==> src/hw/rtl/i2cms_pkg.sv <==
// ----------------------------------------------------------------------------
// i2cms_pkg
// Types and codes shared by the I2C master transfer sequencer modules.
// ----------------------------------------------------------------------------
package i2cms_pkg;

    // byte counter width, counters saturate at the top value
    localparam int unsigned PTR_W = 9;
    localparam logic [PTR_W-1:0] PTR_MAX = 9'd511;

    // input modes
    localparam logic [1:0] MODE_LOAD  = 2'd0;
    localparam logic [1:0] MODE_START = 2'd1;
    localparam logic [1:0] MODE_EVENT = 2'd2;

    // configuration register indexes
    localparam logic REG_WRITE_LENGTH = 1'b0;
    localparam logic REG_READ_LENGTH  = 1'b1;

    // bus status codes from the shifter
    localparam logic [7:0] BUS_START       = 8'h08;
    localparam logic [7:0] BUS_RESTART     = 8'h10;
    localparam logic [7:0] BUS_SLA_W_ACK   = 8'h18;
    localparam logic [7:0] BUS_SLA_W_NACK  = 8'h20;
    localparam logic [7:0] BUS_DATA_ACK    = 8'h28;
    localparam logic [7:0] BUS_DATA_NACK   = 8'h30;
    localparam logic [7:0] BUS_SLA_R_ACK   = 8'h40;
    localparam logic [7:0] BUS_SLA_R_NACK  = 8'h48;
    localparam logic [7:0] BUS_RX_ACK      = 8'h50;
    localparam logic [7:0] BUS_RX_NACK     = 8'h58;

    // transfer status
    typedef enum logic [2:0] {
        ST_IDLE      = 3'd0,
        ST_STARTED   = 3'd1,
        ST_NO_DATA   = 3'd2,
        ST_OK        = 3'd3,
        ST_NACK_DATA = 3'd4,
        ST_NACK_ADDR = 3'd5,
        ST_ARB_LOST  = 3'd6
    } status_t;

    typedef struct packed {
        logic [1:0] mode;
        logic [7:0] status_code;
        logic [7:0] received_byte;
        logic [3:0] buffer_index;
        logic [7:0] buffer_byte;
    } in_t;

    typedef struct packed {
        logic       set_start;
        logic       clear_start;
        logic       set_stop;
        logic       clear_stop;
        logic       set_ack;
        logic       clear_ack;
        logic       tx_valid;
        logic [7:0] tx_byte;
        logic       rx_valid;
        logic [7:0] rx_byte;
        logic [3:0] rx_position;
        logic [2:0] transfer_status;
    } out_t;

    typedef struct packed {
        logic [4:0] write_length;
        logic [4:0] read_length;
    } cfg_t;

endpackage

==> src/hw/rtl/i2c_master_transfer_sequencer.sv <==
// ----------------------------------------------------------------------------
// i2c_master_transfer_sequencer
// Interrupt-style I2C master sequencer: buffer loads, transfer start and bus
// status events in, bus control requests and byte moves out.
// ----------------------------------------------------------------------------
//  channel   ports                      payload
//  input     s_valid / s_ready          s_data  (i2cms_pkg::in_t)
//  result    m_valid / m_ready          m_data  (i2cms_pkg::out_t)
//  config    cfg_wr_en / cfg_index      cfg_data (5 bits, no read-back)
//
//  One transfer per cycle sustained while m_ready is held high; an input is
//  captured in the input register, then decided into the result register that
//  drives m_valid. The write buffer read is prefetched from the next write pointer.
//  Reset is synchronous and needs no clearing pass; the buffer is undefined
//  until loaded. A stalled result holds the decision stage, and the input
//  register still takes one more transfer while the result waits.
// ----------------------------------------------------------------------------
module i2c_master_transfer_sequencer #(
    parameter int unsigned BUFFER_DEPTH = 16
) (
    input  logic            aclk,
    input  logic            aresetn,
    input  logic            s_valid,
    output logic            s_ready,
    input  i2cms_pkg::in_t  s_data,
    output logic            m_valid,
    input  logic            m_ready,
    output i2cms_pkg::out_t m_data,
    input  logic            cfg_wr_en,
    input  logic            cfg_index,
    input  logic [4:0]      cfg_data
);

    logic             in_valid_reg;
    i2cms_pkg::in_t   in_data_reg;
    logic             out_valid_reg;
    i2cms_pkg::out_t  out_data_reg;
    i2cms_pkg::cfg_t  cfg_reg;
    i2cms_pkg::out_t  result;
    logic             fire;

    // decision stage advances when the result register is free
    assign fire    = in_valid_reg && (!out_valid_reg || m_ready);
    assign s_ready = !in_valid_reg || fire;
    assign m_valid = out_valid_reg;
    assign m_data  = out_data_reg;

    // configuration registers
    always_ff @(posedge aclk) begin
        if (!aresetn) begin
            cfg_reg <= '0;
        end else if (cfg_wr_en) begin
            unique case (cfg_index)
                i2cms_pkg::REG_WRITE_LENGTH: cfg_reg.write_length <= cfg_data;
                i2cms_pkg::REG_READ_LENGTH:  cfg_reg.read_length  <= cfg_data;
                default: begin
                end
            endcase
        end
    end

    // input and result stage valids
    always_ff @(posedge aclk) begin
        if (!aresetn) begin
            in_valid_reg  <= 1'b0;
            out_valid_reg <= 1'b0;
        end else begin
            if (s_ready) begin
                in_valid_reg <= s_valid;
            end
            if (fire) begin
                out_valid_reg <= 1'b1;
            end else if (m_ready) begin
                out_valid_reg <= 1'b0;
            end
        end
    end

    // payload registers
    always_ff @(posedge aclk) begin
        if (s_ready && s_valid) begin
            in_data_reg <= s_data;
        end
        if (fire) begin
            out_data_reg <= result;
        end
    end

    i2cms_core #(
        .BUFFER_DEPTH (BUFFER_DEPTH)
    ) u_core (
        .aclk    (aclk),
        .aresetn (aresetn),
        .fire    (fire),
        .item    (in_data_reg),
        .cfg     (cfg_reg),
        .result  (result)
    );

    // a result never moves a byte both ways
    assert property (@(posedge aclk) disable iff (!aresetn)
        m_valid |-> !(m_data.tx_valid && m_data.rx_valid))
        else $error("tx and rx in one result");

    // start and stop are never requested together
    assert property (@(posedge aclk) disable iff (!aresetn)
        m_valid |-> !(m_data.set_start && m_data.set_stop))
        else $error("start and stop requested together");

    // a processed item always lands in the result register
    assert property (@(posedge aclk) disable iff (!aresetn)
        fire |=> out_valid_reg)
        else $error("processed item lost");

    // full pipeline with stalled output must not take input
    assert property (@(posedge aclk) disable iff (!aresetn)
        (in_valid_reg && out_valid_reg && !m_ready) |-> !s_ready)
        else $error("input taken while pipeline full");

endmodule

==> src/hw/rtl/i2cms_ram.sv <==
// ----------------------------------------------------------------------------
// i2cms_ram
// Generic single write port, single read port RAM with registered read data.
// ----------------------------------------------------------------------------
module i2cms_ram #(
    parameter int unsigned WIDTH = 8,
    parameter int unsigned DEPTH = 16
) (
    input  logic                     aclk,
    input  logic                     wr_en,
    input  logic [$clog2(DEPTH)-1:0] wr_addr,
    input  logic [WIDTH-1:0]         wr_data,
    input  logic [$clog2(DEPTH)-1:0] rd_addr,
    output logic [WIDTH-1:0]         rd_data
);

    logic [WIDTH-1:0] mem [DEPTH];

    // write port
    always_ff @(posedge aclk) begin
        if (wr_en) begin
            mem[wr_addr] <= wr_data;
        end
    end

    // registered read, old data on a same-address write
    always_ff @(posedge aclk) begin
        rd_data <= mem[rd_addr];
    end

endmodule

==> src/hw/rtl/i2cms_core.sv <==
// ----------------------------------------------------------------------------
// i2cms_core
// Sequencer state (pointers, status, write buffer) and the per-event decision
// logic. The result is combinational from the registered item and the state.
// ----------------------------------------------------------------------------
module i2cms_core #(
    parameter int unsigned BUFFER_DEPTH = 16
) (
    input  logic              aclk,
    input  logic              aresetn,
    input  logic              fire,
    input  i2cms_pkg::in_t    item,
    input  i2cms_pkg::cfg_t   cfg,
    output i2cms_pkg::out_t   result
);

    localparam int unsigned AW = $clog2(BUFFER_DEPTH);
    localparam int unsigned PW = i2cms_pkg::PTR_W;
    localparam logic [AW-1:0] LAST_IDX = AW'(BUFFER_DEPTH - 1);
    localparam logic [8:0] DEPTH_W = 9'(BUFFER_DEPTH);

    logic [PW-1:0]        wp_reg, wp_next;
    logic [AW-1:0]        widx_reg, widx_next;
    logic [PW-1:0]        rp_reg, rp_next;
    i2cms_pkg::status_t   status_reg, status_next;
    logic [7:0]           entry0_reg;
    logic                 byp_hit_reg;
    logic [7:0]           byp_data_reg;

    logic                 ram_we;
    logic [AW-1:0]        ram_waddr;
    logic [AW-1:0]        ram_raddr;
    logic [7:0]           ram_rdata;
    logic [7:0]           cur_byte;
    logic [PW-1:0]        wp_inc;
    logic [AW-1:0]        widx_inc;
    logic [PW-1:0]        rp_inc;
    logic                 more_rx;
    logic                 more_rx_inc;
    logic [8:0]           load_mod;

    // buffer index modulo depth, at most eight subtractions on a 4-bit index
    always_comb begin
        load_mod = 9'(item.buffer_index);
        for (int k = 0; k < 8; k++) begin
            if (load_mod >= DEPTH_W) begin
                load_mod = load_mod - DEPTH_W;
            end
        end
    end

    assign ram_we    = fire && (item.mode == i2cms_pkg::MODE_LOAD);
    assign ram_waddr = load_mod[AW-1:0];
    // keep the read address on the pointer the next item will see
    assign ram_raddr = fire ? widx_next : widx_reg;

    i2cms_ram #(
        .WIDTH (8),
        .DEPTH (BUFFER_DEPTH)
    ) u_wbuf (
        .aclk    (aclk),
        .wr_en   (ram_we),
        .wr_addr (ram_waddr),
        .wr_data (item.buffer_byte),
        .rd_addr (ram_raddr),
        .rd_data (ram_rdata)
    );

    assign cur_byte = byp_hit_reg ? byp_data_reg : ram_rdata;

    // saturating counters, buffer index wraps with the write count
    always_comb begin
        if (wp_reg == i2cms_pkg::PTR_MAX) begin
            wp_inc   = wp_reg;
            widx_inc = widx_reg;
        end else begin
            wp_inc   = wp_reg + PW'(1);
            widx_inc = (widx_reg == LAST_IDX) ? '0 : widx_reg + AW'(1);
        end
        rp_inc = (rp_reg == i2cms_pkg::PTR_MAX) ? rp_reg : rp_reg + PW'(1);
    end

    assign more_rx     = ((PW+1)'(rp_reg) + (PW+1)'(1)) < (PW+1)'(cfg.read_length);
    assign more_rx_inc = ((PW+1)'(rp_inc) + (PW+1)'(1)) < (PW+1)'(cfg.read_length);

    // event decode
    always_comb begin
        wp_next     = wp_reg;
        widx_next   = widx_reg;
        rp_next     = rp_reg;
        status_next = status_reg;
        result      = '0;
        unique case (item.mode)
            i2cms_pkg::MODE_LOAD: begin
            end
            i2cms_pkg::MODE_START: begin
                result.set_start = 1'b1;
                status_next      = i2cms_pkg::ST_STARTED;
            end
            i2cms_pkg::MODE_EVENT: begin
                unique case (item.status_code) inside
                    i2cms_pkg::BUS_START: begin
                        // address byte always sits in entry zero
                        rp_next            = '0;
                        wp_next            = PW'(1);
                        widx_next          = AW'(1);
                        result.tx_valid    = 1'b1;
                        result.tx_byte     = entry0_reg;
                        result.clear_start = 1'b1;
                    end
                    i2cms_pkg::BUS_RESTART: begin
                        rp_next            = '0;
                        wp_next            = wp_inc;
                        widx_next          = widx_inc;
                        result.tx_valid    = 1'b1;
                        result.tx_byte     = cur_byte;
                        result.clear_start = 1'b1;
                    end
                    i2cms_pkg::BUS_SLA_W_ACK: begin
                        if (cfg.write_length == 5'd1) begin
                            result.set_stop = 1'b1;
                            status_next     = i2cms_pkg::ST_NO_DATA;
                        end else begin
                            result.clear_stop  = 1'b1;
                            result.clear_start = 1'b1;
                            result.tx_valid    = 1'b1;
                            result.tx_byte     = cur_byte;
                            wp_next            = wp_inc;
                            widx_next          = widx_inc;
                        end
                    end
                    i2cms_pkg::BUS_DATA_ACK: begin
                        if (wp_reg < PW'(cfg.write_length)) begin
                            result.tx_valid = 1'b1;
                            result.tx_byte  = cur_byte;
                            wp_next         = wp_inc;
                            widx_next       = widx_inc;
                        end else if (cfg.read_length != 5'd0) begin
                            // repeated start for the read phase
                            result.set_start = 1'b1;
                        end else begin
                            result.set_stop = 1'b1;
                            status_next     = i2cms_pkg::ST_OK;
                        end
                    end
                    i2cms_pkg::BUS_DATA_NACK: begin
                        result.set_stop = 1'b1;
                        status_next     = i2cms_pkg::ST_NACK_DATA;
                    end
                    i2cms_pkg::BUS_SLA_R_ACK: begin
                        result.set_ack   = more_rx;
                        result.clear_ack = !more_rx;
                    end
                    i2cms_pkg::BUS_RX_ACK: begin
                        result.rx_valid    = 1'b1;
                        result.rx_byte     = item.received_byte;
                        result.rx_position = rp_reg[3:0];
                        rp_next            = rp_inc;
                        result.set_ack     = more_rx_inc;
                        result.clear_ack   = !more_rx_inc;
                    end
                    i2cms_pkg::BUS_RX_NACK: begin
                        result.rx_valid    = 1'b1;
                        result.rx_byte     = item.received_byte;
                        result.rx_position = rp_reg[3:0];
                        rp_next            = rp_inc;
                        result.set_stop    = 1'b1;
                        status_next        = i2cms_pkg::ST_OK;
                    end
                    i2cms_pkg::BUS_SLA_W_NACK, i2cms_pkg::BUS_SLA_R_NACK: begin
                        result.set_stop = 1'b1;
                        status_next     = i2cms_pkg::ST_NACK_ADDR;
                    end
                    default: begin
                        status_next = i2cms_pkg::ST_ARB_LOST;
                    end
                endcase
            end
            default: begin
            end
        endcase
        result.transfer_status = status_next;
    end

    // control state
    always_ff @(posedge aclk) begin
        if (!aresetn) begin
            wp_reg      <= '0;
            widx_reg    <= '0;
            rp_reg      <= '0;
            status_reg  <= i2cms_pkg::ST_IDLE;
            byp_hit_reg <= 1'b0;
        end else begin
            if (fire) begin
                wp_reg     <= wp_next;
                widx_reg   <= widx_next;
                rp_reg     <= rp_next;
                status_reg <= status_next;
            end
            byp_hit_reg <= ram_we && (ram_waddr == ram_raddr);
        end
    end

    // bypass data and shadow copy of the address byte entry
    always_ff @(posedge aclk) begin
        byp_data_reg <= item.buffer_byte;
        if (ram_we && (ram_waddr == '0)) begin
            entry0_reg <= item.buffer_byte;
        end
    end

endmodule

==> config.mk <==
export PLATFORM = sky130hd
export DESIGN_NAME = i2c_master_transfer_sequencer
export DESIGN_NICKNAME = d
export VERILOG_FILES = /design/src/hw/rtl/i2cms_pkg.sv /design/src/hw/rtl/i2c_master_transfer_sequencer.sv /design/src/hw/rtl/i2cms_ram.sv /design/src/hw/rtl/i2cms_core.sv
export SDC_FILE = /design/constraint.sdc
export NUM_CORES = 1
export LEC_CHECK = 0
export CORE_ASPECT_RATIO = 0.7
export CORE_UTILIZATION = 60
export CTS_BUF_LIST = sky130_fd_sc_hd__clkbuf_16
export DETAILED_ROUTE_END_ITERATION = 16
export DONT_BUFFER_PORTS = 1
export GPL_ROUTABILITY_DRIVEN = 0
export GPL_TIMING_DRIVEN = 0
export PLACE_DENSITY = 0.78
export SYNTH_ARGS = -nofsm -noshare
export SYNTH_HDL_FRONTEND = slang
export SYNTH_SLANG_ARGS = --single-unit
==> constraint.sdc <==
create_clock -name aclk -period 4.7 [get_ports aclk]
set_clock_uncertainty 0.1 [all_clocks]
set_input_delay 0.705 -clock aclk [delete_from_list [all_inputs] [get_ports aclk]]
set_output_delay 0.705 -clock aclk [all_outputs]
set_load 0.01 [all_outputs]
### Word-level counts from Yosys, hierarchy flattened

Memory sizes are Yosys's and may differ from the RTL's. A register that Yosys moved wholly into a read port is not among the register bits.
Cells that the tools add are included.

* mux-type cells: 38
* div/mod/pow operators: 0
* shift-type cells: 0
* equality and inequality tests: 19
* bitwise gates (word level): 1
* $add $sub $neg: 5
* $lt $le $gt $ge: 3
* multiply operators: 0
* reduce and logical (&&, ||, !) cells: 28

Operator list (number)
* one-hot mux 9 bit (4 select lines): 2
* 2-to-1 mux 9 bit: 6
* == test 8 x 7 -> 1 bit (second input constant): 4
* == test 8 x 6 -> 1 bit (second input constant): 3
* 2-to-1 mux 4 bit: 6
* adder 9 x 1 -> 10 bit (second input constant): 2
* < comparator 10 x 5 -> 1 bit: 2
* adder 9 x 1 -> 9 bit (second input constant): 2
* == test 9 bit (second input constant): 2
* one-hot mux 3 bit (6 select lines): 1
* one-hot mux 9 bit (2 select lines): 1
* == test 8 x 5 -> 1 bit (second input constant): 2
* one-hot mux 4 bit (4 select lines): 1
* 2-to-1 mux 13 bit: 1
* 2-to-1 mux 1 bit: 11
* < comparator 9 x 5 -> 1 bit: 1
* 2-to-1 mux 3 bit: 3
* == test 8 x 4 -> 1 bit (second input constant): 1
* 2-to-1 mux 8 bit: 1
* AND reduction 2 bit: 4
* OR reduction 4 bit: 2
* one-hot mux 3 bit (2 select lines): 1
* OR reduction 2 bit: 3
* == test 5 x 1 -> 1 bit (second input constant): 1
* 20 further kinds: 31

* word-level logic and storage cells: 123
* bits in registers: 115
* memory bits (read-only): 0
* memories kept: 1
* bits in latches: 0
* memory bits (writable): 128
* output and inout bits: 33

Memory list
* u_core.u_wbuf.mem: words 16, bits a word 8, rd ports 1, clocked after memory_dff 1, wr ports 1, line i2cms_ram.sv:17 `logic [WIDTH-1:0] mem [DEPTH];`

### Logic depth before layout (Yosys ltp)

Gate-level depths: netlist (run 1).

* word-level depth: 9
* gate-level depth with buffers: 18

### Hierarchy

A second synthesis (run 1) with hierarchy kept.

* cells, all modules: 748
* area total of the unflattened synthesis: 10697.8 um^2

By module, submodules not included
* i2cms_ram: area an instance 5147.4 um^2, cells an instance 229, seq. area each 4003.8 um^2, times used 1
* i2cms_core: area an instance 3234.4 um^2, cells an instance 408, seq. area each 920.9 um^2, times used 1
* i2c_master_transfer_sequencer: area an instance 2316.0 um^2, cells an instance 111, seq. area each 2072.0 um^2, times used 1

### Worst setup path after synthesis (run 1)

No wires, ideal clock.

* path type: input -> register
* start: input m_ready
* end: register u_core.entry0_reg[0] (enable)
* required time: 4.217 ns
* buffers on the path: 1
* slack: 0.492 ns
* arrival time: 3.725 ns
* library setup time: 0.383 ns
* cell stages on the path: 6
* cells stage by stage: nor2b_1 clkbuf_1 nor2_1 nand2_1 or3_1 nor3_1

* word-level cells in the longest chain between the ends: 4

RTL lines
* start, declared: line i2c_master_transfer_sequencer.sv:27 `input logic m_ready,`
* logical OR 1 bit: line i2c_master_transfer_sequencer.sv:43 `assign fire = in_valid_reg && (!out_valid_reg || m_ready);`
* logical AND 1 bit: line i2c_master_transfer_sequencer.sv:43
* net fire: line i2c_master_transfer_sequencer.sv:40 `logic fire;`
* logical AND 1 bit: line i2cms_core.sv:52 `assign ram_we = fire && (item.mode == i2cms_pkg::MODE_LOAD);`
* logical AND 1 bit: line i2cms_core.sv:207 `if (ram_we && (ram_waddr == '0)) begin`
* end signal, assigned: line i2cms_core.sv:208 `entry0_reg <= item.buffer_byte;`
* end, declared: line i2cms_core.sv:26 `logic [7:0] entry0_reg;`

The timed path passes the listed nets, and every way through them passes these cells.
A chain may end at the register's enable or synchronous reset.

### Final worst setup path (run 1)

* start: register u_core.rp_reg[2]
* end: register out_data_reg, in the netlist m_data[25] (data pin)

* word-level cells in the longest chain between the ends: 6

RTL lines
* start, declared: line i2cms_core.sv:24 `logic [PW-1:0] rp_reg, rp_next;`
* start signal, assigned: line i2cms_core.sv:197 `rp_reg <= rp_next;`
* adder 9 x 1 -> 9 bit or == test 9 bit (tied branches): line i2cms_core.sv:80 `rp_inc = (rp_reg == i2cms_pkg::PTR_MAX) ? rp_reg : rp_reg + PW'(1);`
* 2-to-1 mux 9 bit: line i2cms_core.sv:80
* adder 9 x 1 -> 10 bit: line i2cms_core.sv:84 `assign more_rx_inc = ((PW+1)'(rp_inc) + (PW+1)'(1)) < (PW+1)'(cfg.read_length);`
* < comparator 10 x 5 -> 1 bit: line i2cms_core.sv:84
* logical NOT 1 bit: line i2cms_core.sv:160 `result.clear_ack = !more_rx_inc;`
* one-hot mux 2 bit (2 select lines) *: line i2cms_core.sv:101 `unique case (item.status_code) inside`
* end signal, assigned: line i2c_master_transfer_sequencer.sv:85 `out_data_reg <= result;`
* end, declared: line i2c_master_transfer_sequencer.sv:37 `i2cms_pkg::out_t out_data_reg;`

Every way passes the cells marked *; elsewhere a longest branch is shown, timed or not.

==> results of run 1 <==
==> final cells by class <==
class	count	area, um^2
Buffer	32	176.4
Clock buffer	23	575.6
Clock inverter	19	148.9
Fill cell	1128	5171
Inverter	18	67.56
Multi-Input combinational cell	448	3386
Sequential cell	243	6756
Tap cell	225	281.5
Timing Repair Buffer	1	27.53
==> kinds of logic (layout without fill, tap and decap cells) <==
kind of cell | after synthesis | after routing
xor gates and xnor gates | 23 | 23
buffers and inverters | 50 | 93
muxes | 107 | 107
and+or+nand+nor | 209 | 209
adders and majority gates | 22 | 22
DFF | 243 | 243
AOI/OAI and AO/OA | 87 | 87
==> worst paths after layout <==
check | start | endpoint | slack (ns) | depth (start not counted)
worst min-delay path | s_data[14] | in_data_reg[14] | 0.18 | 0
worst max-delay path | u_core.rp_reg[2] | m_data[25] | 0.52 | 18
worst min register to register | cfg_reg[3] | cfg_reg[3] | 0.37 | 2
worst max register to register | u_core.rp_reg[2] | m_data[25] | 0.52 | 18
==> Yosys cell counts, types with 3 or more instances <==
cell	count	area [um^2]
or3_1	6	37.54
buf_2	3	15.01
nand4_1	5	31.28
mux4_1	3	78.83
nand2_1	36	135.1
nand3b_1	3	22.52
and2_1	18	112.6
clkbuf_1	15	56.30
a31oi_1	3	18.77
a22oi_1	5	37.54
buf_4	6	45.04
nor4_4	3	63.81
xor2_1	10	87.58
nand2b_1	8	50.05
edfxtp_1	189	5675
buf_1	4	15.01
mux4_2	11	247.7
a21oi_1	35	175.2
and3_1	6	37.54
ha_1	22	275.3
o22ai_1	3	18.77
inv_1	18	67.56
nor4_1	3	18.77
nor2b_1	7	43.79
nor3_1	8	40.04
o21ai_0	16	80.08
nor2_1	77	289.0
a21o_1	4	30.03
buf_6	4	45.04
nand3_1	15	75.07
xnor2_1	13	113.9
dfxtp_1	54	1081
mux2i_1	91	910.9
==> power groups by stage <==
| stage | logic [mW] | registers (mW) | clock network [mW] |
|---|---|---|---|
| 3_3_place_gp | 0.0945 | 2.44 | 0 |
| 2_1_floorplan | 0.0740 | 2.42 | 0 |
| 3_5_place_dp | 0.102 | 2.44 | 0 |
| 6_report | 0.106 | 2.39 | 1.77 |
| 5_1_grt | 0.116 | 2.40 | 1.87 |
| 4_1_cts | 0.103 | 2.39 | 1.78 |
==> per-layer routing <==
metal | global-route usage [%] | vias up
li1 | - | 2820
met1 | 38.66 | 3023
met2 | 36.52 | 340
met3 | 5.358 | 28
met4 | 6.154 | 0
met5 | 0 | -
==> through the flow <==
stage,setup slack [ns],TNS (ns),hold slack [ns],cells,instance area [um^2]
2_1_floorplan,0.4918,0,0.3363,741,10380
3_3_place_gp,-0.8637,-59.65,0.3441,966,10660
3_5_place_dp,0.6724,0,0.3498,967,10690
4_1_cts,0.6463,0,0.1732,1009,11420
5_1_grt,0.3758,0,0.1680,1009,11420
6_report,0.5216,0,0.1845,1009,11420
==> worst max-delay path: stages (launching register included) <==
cell	delay, ns
dfxtp_1	0.32
clkbuf_1	0.29
and2_1	0.23
nand2_1	0.12
nor2_1	0.20
nand3_1	0.13
inv_1	0.09
ha_1	0.13
clkbuf_1	0.38
mux2_2	0.43
ha_1	0.29
ha_1	0.28
a21o_1	0.16
a21oi_1	0.15
nor2b_1	0.06
o21ai_0	0.19
o2111ai_1	0.14
o21ai_0	0.16
nor2_1	0.09
==> impl_results.md, run 1 <==
- Most frequent cells in the layout: 189 x edfxtp_1, 91 x mux2i_1, 76 x nor2_1
- Layout cells sized above 1: 9.439%
- Final core utilization: 68.83%
- Final hold viol count: 0
- Switching share of power: 20.65%
- Tot Pwr: 4.272 mW
- Total I/O pin count: between 70 and 80
- DIE WIDTH: around 160 um
- Peak supply drop: 0.0002770 V
- Met2 WL post-DR: 9422 um
- Pwr dens: ~370 mW/mm^2
- Global-route wire length before repair: 33,820 um
- Largest register FFs: between 100 and 150
- Synthesized instance count: between 700 and 800
- Critical Path AT: 4.33 ns
- Seq/Total Area, Yosys: 65.11%
- Hold WC Path Type: input port to register
- GRT Total Usage: about 25%
- MaxCap Viol Count: 0
- WL/cell: between 20 and 25 um
- Clock power share: between 40 and 50%
- Vias in the first global route: ~6,000
- ANT cells: 0
- Critical Path RT: ~4.9 ns
- Fmax: 239.3 MHz
- Antenna violations before repair: 0
- Minimum clock period: 4.178 ns
- Drt drc: 0
- Via count: 6,211
- Port Buffers: 0
- Area grow syn2layout: 10.04%
- Skew-Pair Late Insertion Delay: roughly 0.5 ns
- CTS resizes: 0
- Leak: 4.372 nW
- HPWL after detailed placement: ~15,000 um
- TritonCTS clock tree: done
- Slew @ Worst Pin: 1.357 ns
- Post-synthesis mux area share: 12.14%
- Critical Path End Type: register
- Synth unique cells: 64
- Most common cell after layout, fill and taps aside: edfxtp_1
- Status: completed
- # nets final: 830
- Combinational share of power: under 10%
- Synth warnings: 0
- Post-synthesis xor/xnor area fraction: 1.941%
- # rows: 39
- Hold_buf cts: 0
- Post-synth ARST share: 0%
- Via-to-Cell Ratio: 6.156
- DRT iter0 DRCs: 852
- Grt ovf: 0
- CP max FO: 9
- Clock Path Buffers: 3
- Drt total wl: ~22,000 um
- Sw power: 0.8821 mW
- Clock slew at reported path FFs: 0.06 ns
- Setup Viol. Count Final: 0
- Post-Synth Adder-Cell Area: 2.653%
- Met1 WL: about 9800 um
- Largest family of logic cells by synthesized area: multiplexers
- Startpoint types: register
- Internal: 3.390 mW
- #FFs+latches synth: about 240
- RSZ-0062 raised after global routing: no
- Final ANT Viol Nets: 0
- Number of H-tree levels: 1
- Final cycle utilization of the critical path: ~90%
- Num CTS Buffers: 23
- Postcts setup bufs: 0
- Pin count of the biggest net entering global routing: 31
- Syn nets: 804
- WS Path Type: register to register
- Synthesized area per cell: ~14 um^2
- Highest metal used: met4
- Core Footprint: 0.01659 mm^2
- Met3 wire len: approximately 2400 um
- Drt first pass iters: 5
- Initial core utilization: 62.55%
- EDFF count, synth: ~190
- Die Ht: 112.0 um
- Main flop type after synthesis: edfxtp_1
- Clk root buf: clkbuf_16
- Clock sinks: between 200 and 250
- Final Max Tran Viols: 0
- Synth Area in Simple Gates: 10.47%
- Netlist Area Pre-Place: slightly above 0.01 mm^2
- Share of power burned in registers: between 50% and 60%
- DIE AREA: 0.01783 mm^2
- Fraction of the mapped netlist area in compound gates: 5.341%
- Rel. slew slack: 8.870%
(Power assumes the default switching activity.)
==> run 2, diff against run 1 <==
- GPL_ROUTABILITY_DRIVEN: 0 -> default
- RECOVER_POWER: default -> 100
==> impl_results.md, run 2 (synthesized netlist as in run 1, its figures left out) <==
- Status: completed
- RSZ-0062 raised after global routing: no
- Layout cells sized above 1: 8.025%
- CTS resizes: 0
- Clk root buf: clkbuf_16
- DIE AREA: approximately 0.018 mm^2
- Hold_buf cts: 0
- Critical Path RT: slightly below 5 ns
- Slowest CP cell: or4_1
- Die Ht: 112.0 um
- Drt drc: 0
- Core Footprint: 0.01659 mm^2
- Final hold viol count: 0
- Via count: 6,161
- Final WS setup: 0.3851 ns
- Port Buffers: 0
- Num CTS Buffers: 23
- Gpl congestion: 0.9096
- MaxCap Viol Count: 0
- Area of the multi-input gates: 0.003322 mm^2
- Clock Path Buffers: 3
- Minimum clock period: 4.315 ns
- Most frequent cells in the layout: 189 x edfxtp_1, 91 x mux2i_1, 76 x nor2_1
- TritonCTS clock tree: done
- Critical Path End Type: register
- Largest register FFs: 121
- Setup Viol. Count Final: 0
- WL/cell: 21.92 um
- ANT cells: 0
- Slew @ Worst Pin: 1.389 ns
- Post-Place Worst Slack: slightly above 0.7 ns
- CP max FO: 10
- Via-to-Cell Ratio: 6.100
- Hold WC Path Type: input port to register
- Crit-path cells: or4_1, clkbuf_1, nor4_1, nand2_2, nor2_1, nand3_1, a22oi_1, buf_6, mux4_2, mux2i_1, mux2i_1
- Most common cell after layout, fill and taps aside: edfxtp_1
- Final cycle utilization of the critical path: 91.81%
- Pwr dens: 386.3 mW/mm^2
- Final Max Tran Viols: 0
- Drt first pass iters: 6
- Postcts setup bufs: 0
- Critical Path AT: 4.57 ns
- Skew-Pair Late Insertion Delay: 0.52 ns
- Reg area: roughly 0.0068 mm^2
- Grt ovf: 0
- FF-to-FF path depth: 11
- Area grow syn2layout: 9.899%
- Global-route wire length before repair: 33,950 um
- Peak supply drop: 0.0003982 V
- Reg-to-reg startpoint: in_data_reg[27]
- Final ANT Viol Nets: 0
- Antenna violations before repair: 1
- Drt total wl: approximately 22,000 um
- Initial core utilization: 62.55%
- Pin count of the biggest net entering global routing: 31
- Number of H-tree levels: 1
- DRT iter0 DRCs: roughly 800
- Startpoint types: register
- Min-delay src: s_data[16]
- GRT Total Usage: 25.11%
- Worst setup path start: in_data_reg[27]
- # nets final: 831
- Clock slew at reported path FFs: 0.07 ns
- Total I/O pin count: 74
- Placed instance count: just under 1,000
- Rel. slew slack: 6.721%
- Fmax: 231.8 MHz
- Leak: 4.346 nW
- # rows: 39
- Clock sinks: 243
- Worst hold stages: 0
- Largest incremental delay on the critical path: 0.58 ns
- WS Path Type: register to register
- DIE WIDTH: about 160 um
- Cell mode on critical path: mux2i_1
- Layout Cells excl Fill: 1,010
- Layout fillers: 1,106
- HPWL after detailed placement: 15,310 um
- Vias in the first global route: 6,145
-- run 2: final timing paths --
path	slack [ns]	endpoint
worst max-delay path	0.39	u_core.u_wbuf.rd_data[2]
worst min-delay path	0.17	in_data_reg[16]
worst max register to register	0.39	u_core.u_wbuf.rd_data[2]
worst min register to register	0.37	cfg_reg[3]
-- run 2: power by group --
group          leakage (nW)  switching, mW  internal [mW]
clock network         0.400          0.786           1.12
registers              2.20         0.0434           2.35
logic                  1.74         0.0714         0.0326
total                  4.35          0.901           3.50
-- run 2: layer usage --
layer	GRT usage (%)	part of all wire [%]
met5	0	0
met4	5.449	1.4
met1	37.38	45
met2	36.96	43
met3	7.243	11
-- run 2: worst max-delay path, delay by kind of cell (launching register included) --
kind | cells | cell delay, ns
compound gates | 1 | 0.58
buf+inv | 2 | 0.55
flops | 1 | 0.39
mux | 3 | 0.86
simple gates | 5 | 1.65
-- run 2: layout make-up --
cell class	count	area share [%]
repair buffers	2	0.2743
multi-input cells	448	29.13
plain buffers	32	1.459
well taps	225	2.468
inverters	18	0.5924
flip-flops and latches	243	59.24
clock inverters	19	1.788
clock buffers	23	5.047
-- run 2: through the flow --
stage / total power, mW / hold slack [ns] / area (um^2) / setup TNS (ns) / utilization [%]
3_5_place_dp: 2.545 / 0.3605 / 10690 / 0 / 64.46
2_1_floorplan: 2.496 / 0.3363 / 10380 / 0 / -
4_1_cts: 4.418 / 0.1613 / 11470 / 0 / 69.16
5_1_grt: 4.510 / 0.1599 / 11400 / 0 / 68.74
6_report: 4.406 / 0.1746 / 11400 / 0 / 68.74
3_3_place_gp: 2.534 / 0.3448 / 10660 / -55.21 / 64.25
